[src/design/ilbm_bitplane_pixel_decoder_macros.svh]
// Assertion macros for the ILBM bitplane pixel decoder.
// Expects i_clk and i_rst_n in the scope of the including module.
`ifndef ILBM_BITPLANE_PIXEL_DECODER_MACROS_SVH
`define ILBM_BITPLANE_PIXEL_DECODER_MACROS_SVH
`ifndef SYNTHESIS
`define IBPD_ASSERT_IMPL(name, ante, cons) \
    name: assert property (@(posedge i_clk) disable iff (!i_rst_n) (ante) |-> (cons)) \
        else $error("ibpd: same-cycle check failed");
`define IBPD_ASSERT_NEXT(name, ante, cons) \
    name: assert property (@(posedge i_clk) disable iff (!i_rst_n) (ante) |=> (cons)) \
        else $error("ibpd: next-cycle check failed");
`else
`define IBPD_ASSERT_IMPL(name, ante, cons)
`define IBPD_ASSERT_NEXT(name, ante, cons)
`endif
`endif

[src/design/ibpd_ram.sv]
// Generic single-write, single-read synchronous RAM with registered read data.
// No dependencies.
`default_nettype none

module ibpd_ram #(
    parameter int WIDTH = 8,
    parameter int DEPTH = 256
) (
    input  wire logic                     i_clk,
    input  wire logic                     i_we,
    input  wire logic [$clog2(DEPTH)-1:0] i_waddr,
    input  wire logic [WIDTH-1:0]         i_wdata,
    input  wire logic                     i_re,
    input  wire logic [$clog2(DEPTH)-1:0] i_raddr,
    output logic      [WIDTH-1:0]         o_rdata
);

    logic [WIDTH-1:0] r_mem [DEPTH];
    logic [WIDTH-1:0] r_rdata;

    always_ff @(posedge i_clk) begin
        if (i_we) begin
            r_mem[i_waddr] <= i_wdata;
        end
        if (i_re) begin
            r_rdata <= r_mem[i_raddr];
        end
    end

    assign o_rdata = r_rdata;

endmodule

`default_nettype wire

[config.mk]
export PLATFORM = sky130hd
export DESIGN_NAME = ibpd_ram
export DESIGN_NICKNAME = d
export VERILOG_FILES = /design/src/design/ilbm_bitplane_pixel_decoder_macros.svh /design/src/design/ibpd_ram.sv
export SDC_FILE = /design/constraint.sdc
export NUM_CORES = 2
export LEC_CHECK = 0
export ABC_AREA = 1
export CAP_MARGIN = 0
export CORE_ASPECT_RATIO = 1.75
export CORE_MARGIN = 3
export CORE_UTILIZATION = 30
export CTS_CLUSTER_SIZE = 16
export DETAILED_ROUTE_END_ITERATION = 8
export DONT_BUFFER_PORTS = 1
export PLACE_DENSITY_LB_ADDON = 0.12
export REMOVE_ABC_BUFFERS = 1
export SLEW_MARGIN = 20
export SYNTH_ARGS = -nofsm -noshare
export SYNTH_HDL_FRONTEND = slang
export SYNTH_SLANG_ARGS = --single-unit
[constraint.sdc]
create_clock -name i_clk -period 2.05 [get_ports i_clk]
set_input_delay 0.1025 -clock i_clk [delete_from_list [all_inputs] [get_ports i_clk]]
set_output_delay 0.1025 -clock i_clk [all_outputs]
set_load 0.02 [all_outputs]
==> summary.txt <==
Run status
  • Outcome: complete, but fails checks
  • Failing checks: hold timing, setup timing

Worst setup path
  • Slowest CP cell: buf_16
  • Arrival time worst endpoint: 2650 ps
  • Reg2Reg Depth: 11
  • Crit path largest cell delay: 290 ps
  • CP top delay family: buffers and inverters
  • Worst R2R Start: r_mem[253][6]
  • Startpoint Class: primary input
  • End point of the critical path: o_rdata[0]
  • WP depth: 16
  • Setup crit start: i_raddr[1]
  • CP Cell Sequence: buf_16 > buf_16 > inv_8 > buf_16 > buf_16 > buf_4 > nand3_1 > nand3_1 > nand3_2 > nand3_1 > nand3_1 > nand3_2 > buf_12 > nand2_2 > nand2_4 > nand2_1
  • Worst Setup End Kind: register
  • Worst setup path class: in2reg
  • Worst Path Required: 2640 ps
  • R2R Setup Slk: 10 ps
  • Reg2reg end: o_rdata[6]
  • Buf+Inv Stages, Crit Path: 7
  • Crit-path max FO: 56

Timing
  • Final Skew: 38.9 ps
  • Max-slew violations: 0
  • Final Hold Fails: 1098
  • FMAX: 484 MHz
  • Worst-Margin Slew: 1450 ps
  • Post-route minimum period: 2070 ps
  • Final setup margin: -17.0 ps
  • Fin crit share: 101%
  • Relative slew margins: 3.31%
  • Finish-stage setup viols: 1
  • Hold WS: -592 ps

Pwr
  • Register share of total power: 53.4%
  • Tot Pwr: 87.0 mW
  • Internal power: 67.1 mW
  • Peak VDD IR: 0.697 mV
  • Leakage: 34.4 nW
  • Logic pwr share: 6.4%
  • Net Sw Power: 19.9 mW
  • Net Sw Frac: 22.8%
  • Clock power share: 40.2%
  • PwrDens: 885 mW/mm^2

Global route
  • Met2 Track Usage GR: 36.9%
  • Met1 GRT Util: 23.6%
  • Vias in the first global route: 55.0k
  • GR Overflow Total: 0
  • Largest net degree at the start of global routing: 514
  • Grt peak-use layer: met2
  • First-pass GRT wire length: 411000 um
  • Met3 Use GR: 1.91%
  • Total GRT Usage: 19.8%
  • Initial antenna violation count: 10

Clock network
  • CTS tree: built
  • CTS root buf: clkbuf_16
  • Clock transition at path regs: 70 ps
  • Htree depth: 4
  • CTS buffer count: 197
  • Worst-Skew Late Latency: 850 ps
  • Maximum clock path buffer count: 4
  • Clock sink count: 2056

Synth
  • Mapped cell area: 0.0835 sq mm
  • Count leader, synth: nand2_1
  • Share of the synthesized area in the top cell type: 74.0%
  • Yosys warns: 0
  • Number of library cell types mapped by synthesis: 13
  • Cells after Synth: 7003
  • Post-synth ARST share: 0%
  • Post-synth EDFFs: 2056
  • Sequential area share after synthesis: 74.0%
  • Largest cells by area after synthesis: edfxtp_1 74%, nand3_1 12%, nand2_1 9.5%, buf_2 1.6%, nor2_1 1.3%
  • Cell taking the most area after synthesis: edfxtp_1
  • Synth top cells by count: 2123 x nand2_1, 2056 x edfxtp_1, 2019 x nand3_1
  • Ys flop type: edfxtp_1
  • Synth Register Bits: 2056
  • Post-Synthesis Mean Instance Area: 11.9 sq um

Drt
  • Drt wl/cell: 26.8 um
  • WL final: 296000 um
  • Drt first-iter violations: 4458
  • Vias per cell: 5.01
  • Antenna Nets Post-Route: 0
  • Total number of vias: 55.3k
  • Drt pass-1 iters: 6
  • DR DRC count: 0

Die
  • Chip height: 704 um
  • Die width: 405 um
  • Core area: 0.276 sq mm
  • Total die area: 0.285 sq mm
  • Initial core utilization: 30.2%
  • Io pins: 35
  • Row cnt: 255

Placement
  • Post-DP HPWL: 155000 um
  • Placed cells: 10.6k
  • GPL Wtd Cong: 0.785
  • IO buf count: 0

Cells and area
  • Layout area overhead: 17.7%
  • Post-route insts no fill: 11.0k
  • Util after Layout: 35.6%
  • Share of cells above drive strength 1: 12.2%
  • Layout net count: 7320

Flow run
  • Max Cap Violations: 0

Min path
  • Hold Path Class: in2reg
  • Worst hold path depth: 0
## state kept, by name (all words and copies together), names as in the netlist
name and flops:
o_rdata 8, r_mem 2048
## kinds of logic after synthesis
| kind of cell | after synthesis | synth area share, % |
|---|---|---|
| buf+inv | 522 | 3.12 |
| simple gates | 4425 | 22.9 |
| flops | 2056 | 74.0 |
## worst reg2reg max path, cell delays in order (launching register included)
cell	delay, ps
edfxtp_1	360
nand2_1	120
nand3_1	150
nand3_1	110
nand3_1	130
nand3_1	180
nand3_1	190
nand3_2	150
buf_12	120
nand2_2	100
nand2_2	130
nand2_1	80
## through the flow
stage / setup TNS (ps) / worst slack [ps] / area, sq um
2_1_floorplan: -30150 / -3780 / 81000
5_1_grt: -7.56 / -4.34 / 98200
6_report: -17.0 / -17.0 / 98300
3_3_place_gp: -23740 / -3120 / 90300
4_1_cts: -4.08 / -4.08 / 97600
3_5_place_dp: -23730 / -3100 / 90300
## layout by cell type (no fill, tap or decap), drive strengths merged
cell type     netlist  final
inv                39     39
clkbuf            112    254
clkinvlp            0      7
nor2              283    283
diode               0      7
bufbuf              0     24
bufinv              0     10
clkinv              0     82
dlymetal6s4s        0      1
buf               371    527
dlygate4sd3         0     12
nand2            2123   2123
nand3            2019   2019
edfxtp           2056   2056
## worst min path at each step
stage,endpoint,startpoint,slack (ps)
global route,r_mem[33][3],i_wdata[3],-650
global placement,r_mem[33][3],i_wdata[3],230
CTS,r_mem[33][3],i_wdata[3],-680
detailed placement,r_mem[32][3],i_wdata[3],230
finish,r_mem[32][3],i_wdata[3],-590
floorplan,r_mem[0][0],i_wdata[0],200
## cell type report
| class | count | area [sq um] |
|---|---|---|
| diodes | 7 | 17.5 |
| clock buffers | 244 | 5150 |
| clock inverters | 99 | 714 |
| fillers | 27200 | 178000 |
| inverters | 39 | 211 |
| multi-input cells | 4425 | 19600 |
| flip-flops and latches | 2056 | 61700 |
| well taps | 3598 | 4500 |
| repair buffers | 574 | 6370 |
## power by group through the flow
stage	clock [mW]	combinational, mW	sequential (mW)
2_1_floorplan	0	2.45	47.3
3_3_place_gp	0	4.60	47.3
3_5_place_dp	0	4.61	47.3
4_1_cts	35.9	5.11	46.4
5_1_grt	37.4	5.95	46.4
6_report	35.0	5.54	46.5
## routing by layer
layer,vias to the layer above,wire (um)
li1,25400,-
met2,1362,158000
met4,2,11200
met5,-,13
met3,414,11200
met1,28100,116000
## repair_timing
| action | in CTS | in global routing |
|---|---|---|
| gates resized for setup | 77 | 50 |
| endpoints found under the setup margin | 8 | 47 |
| pin swaps | 1 | 1 |
| hold buffers | 12 | 3 |
| buffers inserted | 8 | 5 |
| hold endpoints to repair | 3059 | 1805 |
| gates cloned | 26 | 10 |
(Power assumes the default switching activity.)
